==> src/hcbd_pkg.sv <==
// Shared types, character codes and helpers for the chunked body decoder.
// No dependencies; imported by hcbd_step and http_chunked_body_decoder_core.
package hcbd_pkg;

  localparam int unsigned SizeBitsDef  = 32;
  localparam int unsigned CountBitsDef = 32;
  localparam int unsigned CountOutBits = 32;

  localparam logic [7:0] ChrCr    = 8'h0d;
  localparam logic [7:0] ChrLf    = 8'h0a;
  localparam logic [7:0] ChrSpace = 8'h20;
  localparam logic [7:0] ChrTab   = 8'h09;

  typedef enum logic [2:0] {
    PH_SIZE    = 3'd0,
    PH_SIZE_CR = 3'd1,
    PH_DATA    = 3'd2,
    PH_DATA_CR = 3'd3,
    PH_DATA_LF = 3'd4,
    PH_END_CR  = 3'd5,
    PH_END_LF  = 3'd6,
    PH_HALT    = 3'd7
  } phase_e;

  typedef enum logic [1:0] {
    ST_DATA = 2'd0,
    ST_DONE = 2'd1,
    ST_BAD  = 2'd2
  } status_e;

  // Phase and size-line flags moved between the state registers and the step logic
  typedef struct packed {
    phase_e phase;
    logic   digit_seen;
    logic   digits_ended;
  } ctrl_t;

  typedef struct packed {
    logic       ok;
    logic [3:0] val;
  } hex_t;

  function automatic hex_t hex_decode(input logic [7:0] c);
    hex_t h;
    h.ok  = 1'b1;
    h.val = 4'd0;
    if (c >= "0" && c <= "9") begin
      h.val = 4'(c - "0");
    end else if (c >= "a" && c <= "f") begin
      h.val = 4'(c - "a" + 8'd10);
    end else if (c >= "A" && c <= "F") begin
      h.val = 4'(c - "A" + 8'd10);
    end else begin
      h.ok = 1'b0;
    end
    return h;
  endfunction

endpackage

==> src/http_chunked_body_decoder_core.sv <==
// Top level of the HTTP chunked body decoder: input register, state, result register.
// Depends on hcbd_pkg and hcbd_step.
//
//   channel | handshake              | payload
//   --------+------------------------+------------------------------------------
//   in      | in_valid_i / in_stall_o | in_byte_i, body_start_i
//   out     | out_valid_o / out_stall_i | out_byte_o, status_o, consumed_count_o
//
// One byte per cycle sustained while the output does not stall; a byte passes through
// the input register and then the result register around hcbd_step, which presents
// its result.
// Bytes that produce no result (size lines, CR LF) are absorbed with no gap.
// Reset returns the decoder to the start of a size line with counters cleared.
// A stalled result holds the input register; the input stalls only when that
// register is full and cannot move on.
module http_chunked_body_decoder_core
  import hcbd_pkg::*;
#(
  parameter int unsigned SIZE_BITS  = SizeBitsDef,
  parameter int unsigned COUNT_BITS = CountBitsDef
) (
  input  logic                    clk_i,
  input  logic                    rst_ni,
  input  logic                    in_valid_i,
  output logic                    in_stall_o,
  input  logic [7:0]              in_byte_i,
  input  logic                    body_start_i,
  output logic                    out_valid_o,
  input  logic                    out_stall_i,
  output logic [7:0]              out_byte_o,
  output logic [1:0]              status_o,
  output logic [CountOutBits-1:0] consumed_count_o
);

  logic                    in_v_q;
  logic [7:0]              in_byte_q;
  logic                    in_start_q;

  ctrl_t                   ctrl_q, ctrl_d;
  logic [SIZE_BITS-1:0]    chunk_q, chunk_d;
  logic [COUNT_BITS-1:0]   count_q, count_d;

  logic                    res_valid;
  logic [7:0]              res_byte;
  status_e                 res_status;
  logic [CountOutBits-1:0] res_count;

  logic                    out_v_q;
  logic [7:0]              out_byte_q;
  status_e                 out_status_q;
  logic [CountOutBits-1:0] out_count_q;

  logic out_free;
  logic advance;
  logic in_take;

  assign out_free   = !out_v_q || !out_stall_i;
  assign advance    = in_v_q && out_free;
  assign in_stall_o = in_v_q && !out_free;
  assign in_take    = in_valid_i && !in_stall_o;

  hcbd_step #(
    .SIZE_BITS (SIZE_BITS),
    .COUNT_BITS(COUNT_BITS)
  ) u_step (
    .byte_i      (in_byte_q),
    .body_start_i(in_start_q),
    .ctrl_i      (ctrl_q),
    .chunk_i     (chunk_q),
    .count_i     (count_q),
    .ctrl_o      (ctrl_d),
    .chunk_o     (chunk_d),
    .count_o     (count_d),
    .res_valid_o (res_valid),
    .res_byte_o  (res_byte),
    .res_status_o(res_status),
    .res_count_o (res_count)
  );

  always_ff @(posedge clk_i or negedge rst_ni) begin
    if (!rst_ni) begin
      in_v_q  <= 1'b0;
      out_v_q <= 1'b0;
      ctrl_q  <= '{phase: PH_SIZE, digit_seen: 1'b0, digits_ended: 1'b0};
      chunk_q <= '0;
      count_q <= '0;
    end else begin
      if (in_take) begin
        in_v_q <= 1'b1;
      end else if (advance) begin
        in_v_q <= 1'b0;
      end
      if (advance) begin
        ctrl_q  <= ctrl_d;
        chunk_q <= chunk_d;
        count_q <= count_d;
      end
      if (out_free) begin
        out_v_q <= advance && res_valid;
      end
    end
  end

  // payload registers: load on transfer only
  always_ff @(posedge clk_i) begin
    if (in_take) begin
      in_byte_q  <= in_byte_i;
      in_start_q <= body_start_i;
    end
    if (advance && res_valid) begin
      out_byte_q   <= res_byte;
      out_status_q <= res_status;
      out_count_q  <= res_count;
    end
  end

  assign out_valid_o      = out_v_q;
  assign out_byte_o       = out_byte_q;
  assign status_o         = out_status_q;
  assign consumed_count_o = out_count_q;

endmodule

==> src/hcbd_step.sv <==
// Per-byte next-state and result logic of the chunked body decoder.
// Depends on hcbd_pkg; purely combinational, registered by the top level.
module hcbd_step
  import hcbd_pkg::*;
#(
  parameter int unsigned SIZE_BITS  = SizeBitsDef,
  parameter int unsigned COUNT_BITS = CountBitsDef
) (
  input  logic [7:0]              byte_i,
  input  logic                    body_start_i,
  input  ctrl_t                   ctrl_i,
  input  logic [SIZE_BITS-1:0]    chunk_i,
  input  logic [COUNT_BITS-1:0]   count_i,
  output ctrl_t                   ctrl_o,
  output logic [SIZE_BITS-1:0]    chunk_o,
  output logic [COUNT_BITS-1:0]   count_o,
  output logic                    res_valid_o,
  output logic [7:0]              res_byte_o,
  output status_e                 res_status_o,
  output logic [CountOutBits-1:0] res_count_o
);

  ctrl_t                 ctrl;
  logic [SIZE_BITS-1:0]  chunk;
  logic [COUNT_BITS-1:0] count;
  logic [COUNT_BITS-1:0] count_inc;
  logic [SIZE_BITS-1:0]  chunk_dec;
  logic [63:0]           count_wide;
  hex_t                  hex;
  logic                  blank;

  assign hex   = hex_decode(byte_i);
  assign blank = (byte_i == ChrSpace) || (byte_i == ChrTab);

  always_comb begin
    // body start clears everything before this byte is looked at
    if (body_start_i) begin
      ctrl  = '{phase: PH_SIZE, digit_seen: 1'b0, digits_ended: 1'b0};
      chunk = '0;
      count = '0;
    end else begin
      ctrl  = ctrl_i;
      chunk = chunk_i;
      count = count_i;
    end
  end

  assign count_inc  = (&count) ? count : count + COUNT_BITS'(1);
  assign chunk_dec  = chunk - SIZE_BITS'(1);
  assign count_wide = 64'(count_inc);

  always_comb begin
    ctrl_o       = ctrl;
    chunk_o      = chunk;
    count_o      = count;
    res_valid_o  = 1'b0;
    res_byte_o   = 8'd0;
    res_status_o = ST_DATA;
    res_count_o  = '0;

    if (ctrl.phase != PH_HALT) begin
      count_o = count_inc;
    end

    unique case (ctrl.phase)
      PH_SIZE: begin
        if (byte_i == ChrCr) begin
          ctrl_o.phase = PH_SIZE_CR;
        end else if (!ctrl.digits_ended) begin
          if (hex.ok) begin
            if (chunk[SIZE_BITS-1 -: 4] != 4'd0) begin
              ctrl_o.phase = PH_HALT;
              res_valid_o  = 1'b1;
              res_status_o = ST_BAD;
            end else begin
              chunk_o           = {chunk[SIZE_BITS-5:0], hex.val};
              ctrl_o.digit_seen = 1'b1;
            end
          end else if (!(blank && !ctrl.digit_seen)) begin
            ctrl_o.digits_ended = 1'b1;
          end
        end
      end
      PH_SIZE_CR: begin
        if (byte_i == ChrLf) begin
          if (!ctrl.digit_seen) begin
            ctrl_o.phase = PH_HALT;
            res_valid_o  = 1'b1;
            res_status_o = ST_BAD;
          end else begin
            ctrl_o.phase = (chunk == '0) ? PH_END_CR : PH_DATA;
          end
        end else begin
          // lone CR: treat as an ordinary line character, which ends the digit run
          ctrl_o.digits_ended = 1'b1;
          if (byte_i != ChrCr) begin
            ctrl_o.phase = PH_SIZE;
          end
        end
      end
      PH_DATA: begin
        chunk_o = chunk_dec;
        if (chunk_dec == '0) begin
          ctrl_o.phase = PH_DATA_CR;
        end
        res_valid_o  = 1'b1;
        res_byte_o   = byte_i;
        res_status_o = ST_DATA;
      end
      PH_DATA_CR, PH_END_CR: begin
        if (byte_i != ChrCr) begin
          ctrl_o.phase = PH_HALT;
          res_valid_o  = 1'b1;
          res_status_o = ST_BAD;
        end else begin
          ctrl_o.phase = (ctrl.phase == PH_DATA_CR) ? PH_DATA_LF : PH_END_LF;
        end
      end
      PH_DATA_LF: begin
        if (byte_i != ChrLf) begin
          ctrl_o.phase = PH_HALT;
          res_valid_o  = 1'b1;
          res_status_o = ST_BAD;
        end else begin
          ctrl_o  = '{phase: PH_SIZE, digit_seen: 1'b0, digits_ended: 1'b0};
          chunk_o = '0;
        end
      end
      PH_END_LF: begin
        ctrl_o.phase = PH_HALT;
        res_valid_o  = 1'b1;
        if (byte_i != ChrLf) begin
          res_status_o = ST_BAD;
        end else begin
          res_status_o = ST_DONE;
          res_count_o  = count_wide[CountOutBits-1:0];
        end
      end
      PH_HALT: begin
        // hold until the next body start
      end
    endcase
  end

endmodule

==> config.mk <==
export PLATFORM = sky130hd
export DESIGN_NAME = http_chunked_body_decoder_core
export DESIGN_NICKNAME = d
export VERILOG_FILES = /design/src/hcbd_pkg.sv /design/src/http_chunked_body_decoder_core.sv /design/src/hcbd_step.sv
export SDC_FILE = /design/constraint.sdc
export NUM_CORES = 1
export LEC_CHECK = 0
export ABC_AREA = 1
export BUFFER_PORTS_ARGS = -buffer_cell sky130_fd_sc_hd__buf_4
export CORE_MARGIN = 2
export CORE_UTILIZATION = 55
export DETAILED_ROUTE_END_ITERATION = 8
export GPL_TIMING_DRIVEN = 0
export HOLD_SLACK_MARGIN = 0.08
export PLACE_DENSITY = 0.73
export SLEW_MARGIN = 20
export SYNTH_ARGS = -nofsm -noshare
export SYNTH_HDL_FRONTEND = slang
export SYNTH_SLANG_ARGS = --single-unit
==> constraint.sdc <==
create_clock -name clk_i -period 5.4 [get_ports clk_i]
set_clock_uncertainty 0.15 [all_clocks]
set_input_delay 0 -clock clk_i [delete_from_list [all_inputs] [get_ports clk_i]]
set_output_delay 0 -clock clk_i [all_outputs]
set_load 0.1 [all_outputs]
# Yosys cells after proc, flatten, opt, wreduce, memory -nomap -nowiden
# Index checks and enable logic that the tools add are counted.
# totals
reg_bits	122
in_bits	13
output_inout_bits	44
word_cells	122
# classes
add_sub_neg	7
order_cmp	6
eq_ne	13
n_mux	59
n_bitwise	1
reduce_logical	24
# ops
operator	count
2-to-1 mux 32 bit	9
case mux 32 bit (3 select lines)	1
logical NOT 32 bit	2
adder 32 x 1 -> 32 bit (second input constant)	1
AND reduction 32 bit	1
subtractor 32 x 1 -> 32 bit (second input constant)	1
2-to-1 mux 3 bit	9
== test 8 x 4 -> 1 bit (second input constant)	3
2-to-1 mux 2 bit	12
case mux 3 bit (6 select lines)	1
2-to-1 mux 1 bit	17
>= comparator 8 x 7 -> 1 bit (second input constant)	2
<= comparator 8 x 7 -> 1 bit (second input constant)	2
2-to-1 mux 4 bit	4
inequality test 8 x 4 -> 1 bit (second input constant)	2
subtractor 4 x 1 -> 4 bit (second input constant)	3
2-to-1 mux 5 bit	2
case mux 2 bit (5 select lines)	1
== test 3 bit (second input constant)	3
adder 4 bit (second input constant)	2
== test 8 x 6 -> 1 bit (second input constant)	1
>= comparator 8 x 6 -> 1 bit (second input constant)	1
<= comparator 8 x 6 -> 1 bit (second input constant)	1
logical AND 1 bit	8
13 further kinds	21

# Longest topological paths before layout
# Gate-level depths: netlist of run 1.
# logic_depth
depth_word	10
ltp_mapped	18
mapped_depth_nobuf	17

# Cells and area by module
# From an unflattened synthesis of run 1, not the netlist that was laid out.
# hier_totals
hier_cells	1271
hier_area_um2	8861.0
# by_module_without_submodules
mod	instances	cells_each	area_per_inst_um2	seq_area_each_um2
hcbd_step	1	908	4455.5	0.0
http_chunked_body_decoder_core	1	363	4405.5	3308.2

# Worst setup path before layout of run 1
# Ideal clock, no wire load.
# synth_timing
path_kind	flip-flop to flip-flop
from	register in_byte_q[0]
to	register out_count_q[0] (netlist: consumed_count_o[0]), enable pin
setup_time_ns	0.442
arrival_time_ns	3.272
required_ns	4.808
setup_slack_ns	1.536
path_stages_with_launch	11
path_buffers	0
synth_period_minus_slack_ns	3.864
cell_sequence	edfxtp_1 -> inv_1 -> ha_1 -> inv_1 -> nor3_2 -> inv_1 -> nor2_1 -> nand2_1 -> nand4_1 -> nor2_1 -> nor2_1
# synth_via
elab_chain_len	10
elab_cells_between_ends	24
cone_classes	order compare: 6; eq/ne: 4; mux: 10; reduce/logical: 4
# synth_lines
item	line	rtl
from (decl)	http_chunked_body_decoder_core.sv:36	logic [7:0] in_byte_q;
from (signal assigned)	http_chunked_body_decoder_core.sv:107	in_byte_q <= in_byte_i;
>= comparator 8 x 7 -> 1 bit / <= comparator 8 x 7 -> 1 bit (equally long branches)	hcbd_pkg.sv:51	end else if (c >= "A" && c <= "F") begin
logical AND 1 bit	hcbd_pkg.sv:51	
2-to-1 mux 1 bit	hcbd_pkg.sv:51	
2-to-1 mux 1 bit	hcbd_pkg.sv:49	end else if (c >= "a" && c <= "f") begin
2-to-1 mux 1 bit	hcbd_pkg.sv:47	if (c >= "0" && c <= "9") begin
2-to-1 mux 1 bit	hcbd_step.sv:70	if (hex.ok) begin
2-to-1 mux 1 bit	hcbd_step.sv:69	end else if (!ctrl.digits_ended) begin
2-to-1 mux 1 bit	hcbd_step.sv:67	if (byte_i == ChrCr) begin
case mux 1 bit (5 select lines) *	hcbd_step.sv:65	unique case (ctrl.phase)
logical AND 1 bit *	http_chunked_body_decoder_core.sv:110	if (advance && res_valid) begin
to (signal assigned)	http_chunked_body_decoder_core.sv:113	out_count_q <= res_count;
to (decl)	http_chunked_body_decoder_core.sv:51	logic [CountOutBits-1:0] out_count_q;
# Mark *: on every way between the ends. The rest lies on a longest branch, timed or not.
# A chain may end at the register's enable or synchronous reset.

# Worst setup path after layout of run 1
# layout_timing
from	register in_start_q
to	register out_count_q[14] (netlist: consumed_count_o[14]), data pin
# layout_via
elab_chain_len	4
elab_cells_between_ends	8
cone_classes	add/sub: 1; eq/ne: 1; mux: 3; bitwise: 1; reduce/logical: 2
# layout_lines
item	line	rtl
from (decl)	http_chunked_body_decoder_core.sv:37	logic in_start_q;
from (signal assigned)	http_chunked_body_decoder_core.sv:108	in_start_q <= body_start_i;
parallel branches: the longest is 4 deep, another holds adder 32 x 1 -> 32 bit	n/a	
# Several ways; the timed one is not identified.

==> flow_metrics.env, run 1 <==
export IMPL_ant_nets=0
export IMPL_rsz0062_at_grt="no"
export IMPL_avgRoutedWirePerCell_um=17.66
export IMPL_tightest_slew_ns=0.9892
export IMPL_slew_viol_final=0
export IMPL_globalRouteMet3Util_pct=5.863
export IMPL_tritoncts="done"
export IMPL_yosysSeqAreaShare_pct=38.64
export IMPL_final_area_mm2=0.009967
export IMPL_cp_data_required_time_ns=5.44
export IMPL_die_area_mm2=0.01658
export IMPL_cts_made_buffers=17
export IMPL_core_area_mm2=0.01520
export IMPL_peakVddDrop_uv=261.9
export IMPL_fmax_mhz=276.7
export IMPL_io_buffers=56
export IMPL_seq_power_share_pct=27.7
export IMPL_max_stage_delay_ns=0.39
export IMPL_placed_area_mm2=0.009245
export IMPL_setup_violations=0
export IMPL_path_cells="buf_6, buf_6, nor2_1, ha_1, inv_1, nor3_4, nand2_1, nor2_2, nand2_1, nor3_2, nand2_1, nand3_1, xor2_1, or2_2, inv_1"
export IMPL_vias=8957
export IMPL_drcViolationCount=0
export IMPL_start_util_pct=56.32
export IMPL_leakagePower_uw=0.004707
export IMPL_ys_warn_count=0
export IMPL_grt_first_pass_wirelength_mm=43.20
export IMPL_fin_util_pct=65.56
export IMPL_nFillCells=1446
export IMPL_antenna_found_initial=0
export IMPL_grt_pass1_vias=8231
export IMPL_path_class="flop to flop"
export IMPL_grt_max_degree=72
export IMPL_holdCritPathClass="input port to async pin"
export IMPL_fp_dieH_um=128.8
export IMPL_htreeDepth=4
export IMPL_postSynthAreaPerCell_um2=6.811
export IMPL_power_density_mw_per_mm2=543.1
export IMPL_ioPinCount=57
export IMPL_grt_overflow=0
export IMPL_fin_crit_sh_pct=66.94
export IMPL_cts_resized=0
export IMPL_fin_nets=1365
export IMPL_ys_types=42
export IMPL_final_common_cell="nand2_1"
export IMPL_sw_frac_of_total_pct=49.75
export IMPL_r2r_slack_ns=1.79
export IMPL_insertion_delay_ns=0.42
export IMPL_pwr_share_comb_pct=50.5
export IMPL_p_sw_uw=2693
export IMPL_slew_headroom_pct=34.05
export IMPL_syn2layout_area_growth_pct=16.41
export IMPL_worst_setup_path_end_kind="flop"
export IMPL_path_delay_family="simple AND/OR/NAND/NOR gates"
export IMPL_critPathMaxFanout=10
export IMPL_min_period_ns=3.615
export IMPL_busiest_layer="met2"
export IMPL_dp_slack_ns=1.872
export IMPL_clk_pin_slew_ns=0.06
export IMPL_clkPwrFrac_pct=21.8
export IMPL_syn_inst=1257
export IMPL_finalHoldViolCount=0
export IMPL_gp_congestion=0.9904
export IMPL_use_met1_pct=49.25
export IMPL_register_area_mm2=0.003308
export IMPL_crit_arrival_ns=3.65
export IMPL_slowest_stage="edfxtp_1"
export IMPL_synth_nets=1277
export IMPL_grt_use_total_pct=33.59
export IMPL_via_per_inst=5.794
export IMPL_drt_wl_total_mm=27.30
export IMPL_drive_gt1_share_pct=12.00
export IMPL_ys_ff_latch=122
export IMPL_setup_slack_ns=1.785
export IMPL_setup_tns_ns=0
export IMPL_multi_input_area_mm2=0.004380
export IMPL_firstDrtPassIters=5
export IMPL_root_buffer="clkbuf_16"
export IMPL_grt_met2_usage_pct=50.45
export IMPL_p_int_uw=2720
export IMPL_netlist_area_mm2=0.008562
export IMPL_insertedDiodeCount=0
export IMPL_mostFrequentLayoutCells="nand2_1, nor2_1, inv_1"
export IMPL_path_depth=15
export IMPL_clk_path_buf_depth=2
export IMPL_cp_common_cell="nand2_1"
export IMPL_placementRows=45
export IMPL_critical_path_buf_inv_count=4
export IMPL_cts_sinks=122
export IMPL_drt_iter0_markers=959
export IMPL_postCtsSetupRepairBufs=0
export IMPL_critPathLaunchType="flop"
export IMPL_die_w_um=128.8
export IMPL_status="complete, no violations"
export IMPL_cts_hold_fix_buffers=12
export IMPL_reg2reg_depth=15
export IMPL_cap_violations=0
export IMPL_place_detailed_hpwl_mm=20.06
flip-flops by register name, summed over array words and instances, names as in the netlist:
register	flops
in_byte_q	8
ctrl_q	5
count_q	32
in_v_q	1
out_valid_o	1
consumed_count_o	32
out_byte_o	8
status_o	2
chunk_q	32
in_start_q	1
final timing paths:
| path | end | start |
|---|---|---|
| worst max register to register | consumed_count_o[14] | in_start_q |
| min in group clk_i | in_byte_q[0] | in_byte_i[0] |
| worst min register to register | count_q[26] | count_q[26] |
| worst min-delay path | chunk_q[14] | rst_ni |
| max in group asynchronous | count_q[12] | rst_ni |
| worst max-delay path | consumed_count_o[14] | in_start_q |
worst reg2reg max path, stage by stage, from the launching register on:
cell and delay [ns]:
edfxtp_1 0.39, buf_6 0.17, buf_6 0.17, nor2_1 0.27, ha_1 0.29, inv_1 0.12
nor3_4 0.22, nand2_1 0.17, nor2_2 0.22, nand2_1 0.14, nor3_2 0.15, nand2_1 0.27
nand3_1 0.21, xor2_1 0.25, or2_2 0.16, inv_1 0.03
per-stage QoR:
step / total power [µW] / instances / hold WS, ns
after floorplan: 3493 / 1257 / -0.4456
after global placement: 4130 / 1501 / 0.02853
after detailed placement: 4171 / 1502 / 0.02927
after CTS: 5369 / 1546 / 0.1298
after global routing: 5717 / 1546 / 0.1485
final: 5413 / 1546 / 0.1390
per-layer routing:
layer | vias up | wire length [µm]
li1 | 4266 | -
met1 | 4174 | 12300
met2 | 460 | 11820
met3 | 57 | 2566
met4 | 0 | 617
met5 | - | 0
kinds of logic after synthesis:
family | Yosys count | share of synthesized area (%)
buffers and inverters | 215 | 10.29
flip-flops | 122 | 38.64
XOR/XNOR | 19 | 1.944
AND/OR/NAND/NOR | 680 | 34.53
AO/OA/AOI/OAI | 214 | 13.58
adder cells (fa/ha/maj) | 7 | 1.023
final cells by class:
cell class,count,share of cell area [%]
timing repair buffer,69,5.624
tap,188,2.360
clock inverter,13,1.695
buffer,41,2.235
clock buffer,19,4.343
inverter,174,6.603
sequential,122,33.19
multi-input combinational,920,43.95
power groups by stage:
stage	clock network [µW]	registers [µW]	logic (µW)
3_3_place_gp	0	1510	2620
6_report	1180	1500	2730
4_1_cts	1190	1490	2690
2_1_floorplan	0	2050	1440
5_1_grt	1220	1530	2970
3_5_place_dp	0	1500	2670
synth_stat cells (all sizes together):
library cell	count	area, µm²
nor4	1	6.260
a22oi	1	7.510
a211oi	4	30.03
a21oi	74	374.1
nand3	81	417.9
a31oi	18	112.6
nand4	12	75.07
nand2	343	1335
or2	8	50.05
inv	172	650.6
edfxtp	51	1531
nor3	34	211.5
o21ai	90	457.9
clkinv	2	7.510
clkbuf	23	86.33
nor3b	2	15.01
a32oi	1	8.760
buf	18	136.4
ha	7	87.58
o22ai	20	125.1
nand3b	4	30.03
dfrtp	71	1777
xnor2	3	26.28
o32ai	1	8.760
xor2	16	140.1
nor2	195	815.8
o211ai	5	37.54
(Power assumes the default switching activity.)
==> inputs of run 2 (changes only) <==
==> constraint.sdc (replaced) <==
create_clock -name clk_i -period 3.6 [get_ports clk_i]
set_clock_uncertainty 0.15 [all_clocks]
set_input_delay 0 -clock clk_i [delete_from_list [all_inputs] [get_ports clk_i]]
set_output_delay 0 -clock clk_i [all_outputs]
set_load 0.1 [all_outputs]
==> run 2 against run 1 <==
  * Register-to-register slack worse by 1.6 ns
  * Core utilization up 0.43 points
  * Count of clock-buffer cells in the layout down 1
  * Worst setup slack worse by 1.6 ns
  * Sequential power up 50%
  * Routed wire length up 2.0%
  * Flip-flop and latch count unchanged
  * Sequential share of layout area down 0.22 points
  * Clock power up 63%
  * Power up 53%
  * Final cell count up 0.13%
  * Critical endpoint unchanged
  * Largest power group unchanged
  * Highest routed layer unchanged
==> flow_metrics.env, run 2 (same netlist as run 1, synthesis figures left out) <==
export IMPL_avgRoutedWirePerCell_um=17.99
export IMPL_fin_crit_sh_pct=96.09
export IMPL_vias=9016
export IMPL_slew_viol_final=0
export IMPL_crit_start="in_start_q"
export IMPL_path_class="flop to flop"
export IMPL_grt_use_total_pct=33.88
export IMPL_ant_nets=0
export IMPL_via_per_inst=5.824
export IMPL_r2r_slack_ns=0.14
export IMPL_drt_iter0_markers=1101
export IMPL_fmax_mhz=289.1
export IMPL_min_period_ns=3.459
export IMPL_slew_headroom_pct=32.70
export IMPL_tritoncts="done"
export IMPL_clk_pin_slew_ns=0.06
export IMPL_grt_overflow=0
export IMPL_power_density_mw_per_mm2=827.1
export IMPL_final_cells=1548
export IMPL_insertedDiodeCount=0
export IMPL_holdCritPathClass="input port to async pin"
export IMPL_die_area_mm2=0.01658
export IMPL_grt_max_degree=72
export IMPL_critPathLaunchType="flop"
export IMPL_slowest_stage="edfxtp_1"
export IMPL_cts_sinks=122
export IMPL_max_stage_delay_ns=0.38
export IMPL_crit_arrival_ns=3.50
export IMPL_drcViolationCount=0
export IMPL_place_inst=1502
export IMPL_placed_area_mm2=0.009245
export IMPL_grt_first_pass_wirelength_mm=43.31
export IMPL_placementRows=45
export IMPL_finalHoldViolCount=0
export IMPL_start_util_pct=56.32
export IMPL_path_delay_family="simple AND/OR/NAND/NOR gates"
export IMPL_leakagePower_uw=0.004747
export IMPL_status="complete, no violations"
export IMPL_gp_congestion=0.9801
export IMPL_io_buffers=56
export IMPL_critPathMaxFanout=10
export IMPL_insertion_delay_ns=0.43
export IMPL_antenna_found_initial=0
export IMPL_htreeDepth=4
export IMPL_die_w_um=128.8
export IMPL_peakVddDrop_uv=414.3
export IMPL_cts_made_buffers=17
export IMPL_setup_violations=0
export IMPL_ioPinCount=57
export IMPL_cap_violations=0
export IMPL_cp_data_required_time_ns=3.64
export IMPL_syn2layout_area_growth_pct=17.17
export IMPL_critical_path_buf_inv_count=4
export IMPL_fin_util_pct=65.99
export IMPL_root_buffer="clkbuf_16"
export IMPL_nFillCells=1361
export IMPL_firstDrtPassIters=7
export IMPL_tightest_slew_ns=1.009
export IMPL_fp_dieH_um=128.8
export IMPL_hold_ws_ns=0.1338
export IMPL_place_detailed_hpwl_mm=20.23
export IMPL_final_common_cell="nand2_1"
export IMPL_final_area_mm2=0.01003
export IMPL_drt_wl_total_mm=27.85
export IMPL_grt_pass1_vias=8280
export IMPL_fin_nets=1367
export IMPL_mostFrequentLayoutCells="nand2_1, nor2_1, inv_1"
export IMPL_clk_path_buf_depth=2
export IMPL_timing_rr_start="in_start_q"
export IMPL_core_area_mm2=0.01520
export IMPL_worst_setup_path_end_kind="flop"
export IMPL_drive_gt1_share_pct=12.13
export IMPL_path_cells="buf_6, buf_6, nor2_1, ha_1, inv_1, nor3_4, nand2_1, nor2_2, nand2_1, nor3_2, nand2_2, nand3_1, xor2_1, or2_2, inv_1"
run 2: cell types whose count changed in the layout (fill, tap and decap cells not counted), moves of 2 or more:
cell / delta
bufinv_16: +2
clkinvlp_4: -2
clkinv_4: -2
dlygate4sd3_1: +2
clkinv_2: +2
run 2: path summary, 6_finish.rpt:
kind | depth (start not counted) | endpoint
worst min-delay path | 2 | chunk_q[10]
max in group asynchronous | 2 | count_q[1]
worst max register to register | 15 | consumed_count_o[14]
worst max-delay path | 15 | consumed_count_o[14]
min in group clk_i | 2 | in_byte_q[7]
worst min register to register | 2 | count_q[26]
run 2: timing repair:
action / 4_1_cts / 5_1_grt
hold endpoints to repair: 91 / 0
setup buffers: 0 / 0
resized for setup: 0 / 1
hold buffers: 14 / 0
setup endpoints to repair: 0 / 2
run 2: layout make-up:
type	count	area [µm²]	area share, %
sequential	122	3308	32.98
buffer	41	222.7	2.220
inverter	174	658.1	6.560
multi-input combinational	920	4383	43.69
clock inverter	14	215.2	2.145
clock buffer	18	429.2	4.278
tap	188	235.2	2.345
timing repair buffer	71	580.6	5.787
run 2: power breakdown:
group          switching [µW]  internal [µW]
registers                 296           1950
logic                    3090           1040
clock network             685           1230
run 2: per-stage QoR:
stage / power, µW / setup TNS (ns) / setup slack [ns]
2_1_floorplan: 5238 / 0 / 0.4446
3_3_place_gp: 6200 / -11.73 / -0.2864
3_5_place_dp: 6265 / 0 / 0.1943
4_1_cts: 8203 / 0 / 0.1694
5_1_grt: 8728 / -0.08201 / -0.05141
6_report: 8297 / 0 / 0.1406
run 2: metal layers:
layer	GRT usage, %	up-vias	wire (µm)
li1	-	4255	-
met1	48.03	4187	12220
met2	51.95	515	12080
met3	7.401	59	2947
met4	10.93	0	608
met5	0	-	0
run 2: worst reg2reg max path: stages (launching register included):
cell and delay, ns:
edfxtp_1 0.38, buf_6 0.16, buf_6 0.17, nor2_1 0.27, ha_1 0.29, inv_1 0.12, nor3_4 0.22, nand2_1 0.18
nor2_2 0.20, nand2_1 0.14, nor3_2 0.20, nand2_2 0.20, nand3_1 0.19, xor2_1 0.19, or2_2 0.13, inv_1 0.03
==> inputs of run 3 (changes only) <==
--- a/config.mk
+++ b/config.mk
@@ -11,7 +11,7 @@
 export CORE_UTILIZATION = 55
 export DETAILED_ROUTE_END_ITERATION = 8
 export GPL_TIMING_DRIVEN = 0
-export HOLD_SLACK_MARGIN = 0.08
+export HOLD_SLACK_MARGIN = 0.15
 export PLACE_DENSITY = 0.73
 export SLEW_MARGIN = 20
 export SYNTH_ARGS = -nofsm -noshare
==> run 3 against run 2 <==
  * Routed wire length up 0.52%
  * Design area grew 0.70%
  * Count of clock-buffer cells in the layout stayed put
  * Sequential power about the same
  * Clock power hardly changed
==> flow_metrics.env, run 3 (same netlist as run 1, synthesis figures left out) <==
export IMPL_nFillCells=1345
export IMPL_finalHoldViolCount=0
export IMPL_power_density_mw_per_mm2=821.7
export IMPL_ioPinCount=57
export IMPL_fp_dieH_um=128.8
export IMPL_setup_violations=0
export IMPL_critPathLaunchType="flop"
export IMPL_holdCritPathClass="input port to async pin"
export IMPL_worst_setup_path_end_kind="flop"
export IMPL_drt_wl_total_mm=28.00
export IMPL_place_inst=1502
export IMPL_avgRoutedWirePerCell_um=18.01
export IMPL_clk_pin_slew_ns=0.06
export IMPL_grt_overflow=0
export IMPL_core_area_mm2=0.01520
export IMPL_timing_rr_start="in_start_q"
export IMPL_drt_iter0_markers=1225
export IMPL_grt_max_degree=72
export IMPL_path_cells="buf_6, buf_6, nor2_1, ha_1, inv_1, nor3_4, nand2_1, nor2_2, nand2_1, nor3_2, nand2_2, nand3_1, xor2_1, or2_2, inv_1"
export IMPL_ant_nets=0
export IMPL_die_area_mm2=0.01658
export IMPL_mostFrequentLayoutCells="nand2_1, nor2_1, inv_1"
export IMPL_start_util_pct=56.32
export IMPL_syn2layout_area_growth_pct=17.99
export IMPL_tritoncts="done"
export IMPL_slew_headroom_pct=33.11
export IMPL_via_per_inst=5.858
export IMPL_leakagePower_uw=0.004776
export IMPL_final_area_mm2=0.01010
export IMPL_hold_ws_ns=0.1250
export IMPL_grt_first_pass_wirelength_mm=43.56
export IMPL_cts_sinks=122
export IMPL_gp_congestion=0.9801
export IMPL_cp_data_required_time_ns=3.64
export IMPL_postCtsSetupRepairBufs=0
export IMPL_power_uw=8301
export IMPL_reg2reg_depth=15
export IMPL_clk_path_buf_depth=2
export IMPL_htreeDepth=4
export IMPL_fin_nets=1374
export IMPL_firstDrtPassIters=6
export IMPL_slowest_stage="edfxtp_1"
export IMPL_tightest_slew_ns=1.003
export IMPL_drcViolationCount=0
export IMPL_grt_use_total_pct=34.05
export IMPL_die_w_um=128.8
export IMPL_grt_pass1_vias=8319
export IMPL_max_stage_delay_ns=0.38
export IMPL_insertedDiodeCount=0
export IMPL_peakVddDrop_uv=413.8
export IMPL_final_common_cell="nand2_1"
export IMPL_fmax_mhz=289.5
export IMPL_r2r_slack_ns=0.15
export IMPL_final_cells=1555
export IMPL_cts_made_buffers=17
export IMPL_antenna_found_initial=0
export IMPL_insertion_delay_ns=0.43
export IMPL_crit_arrival_ns=3.49
export IMPL_fin_crit_sh_pct=95.94
export IMPL_path_class="flop to flop"
export IMPL_placementRows=45
export IMPL_dp_slack_ns=0.1943
export IMPL_drive_gt1_share_pct=12.07
export IMPL_placed_area_mm2=0.009245
export IMPL_vias=9109
export IMPL_place_detailed_hpwl_mm=20.23
export IMPL_cap_violations=0
export IMPL_status="complete, no violations"
export IMPL_r2r_end="consumed_count_o[14]"
export IMPL_slew_viol_final=0
export IMPL_setup_slack_ns=0.1462
export IMPL_critPathMaxFanout=10
export IMPL_root_buffer="clkbuf_16"
export IMPL_min_period_ns=3.454
export IMPL_io_buffers=56
run 3: per-layer routing:
layer  share of wire, %  vias to the layer above  global-route usage (%)
met5                  0                        -                       0
met4                2.2                        0                   10.93
met3                 11                       66                   7.401
met2                 43                      540                   52.19
met1                 44                     4223                   48.32
li1                   -                     4280                       -
run 3: critical path, delay by kind of cell, from the launching register on:
family | cells | cell delay (ns)
buffers and inverters | 4 | 0.49
DFF | 1 | 0.38
adders and majority gates | 1 | 0.30
and+or+nand+nor | 9 | 1.70
xor gates and xnor gates | 1 | 0.19
run 3: layout make-up:
| cell class | count | area [µm²] | share of cell area [%] |
|---|---|---|---|
| clock inverters | 14 | 215.2 | 2.130 |
| flip-flops and latches | 122 | 3308 | 32.75 |
| well taps | 188 | 235.2 | 2.328 |
| clock buffers | 18 | 429.2 | 4.248 |
| multi-input cells | 920 | 4383 | 43.39 |
| inverters | 174 | 658.1 | 6.515 |
| plain buffers | 41 | 222.7 | 2.205 |
| repair buffers | 78 | 650.6 | 6.440 |
run 3: how the worst max path moves through the flow:
stage                       from                   end  slack [ns]  cells after the start
floorplan           in_byte_q[0]   consumed_count_o[0]        0.44                     10
CTS                   in_start_q  consumed_count_o[14]        0.17                     15
finish                in_start_q  consumed_count_o[14]        0.15                     15
global route          in_start_q  consumed_count_o[14]       -0.05                     15
global placement      in_start_q  consumed_count_o[30]       -0.29                     12
detailed placement    in_start_q  consumed_count_o[14]        0.19                     15
run 3: power by group:
| part | internal, µW | switching, µW | total, µW |
|---|---|---|---|
| Combinational | 1040 | 3090 | 4130 |
| Sequential | 1950 | 299 | 2250 |
| Clock | 1230 | 688 | 1920 |
| Total | 4230 | 4070 | 8300 |
run 3: what timing repair did:
action | CTS | global route
endpoints found under the hold margin | 91 | 0
resized for setup | 0 | 1
endpoints found under the setup margin | 0 | 2
hold buffers | 21 | 0
run 3: metrics by stage:
stage | util, % | setup TNS, ns
after detailed placement | 60.81 | 0
after global placement | 60.65 | -11.73
after global routing | 66.45 | -0.08201
final | 66.45 | 0
after CTS | 66.44 | 0
after floorplan | - | 0
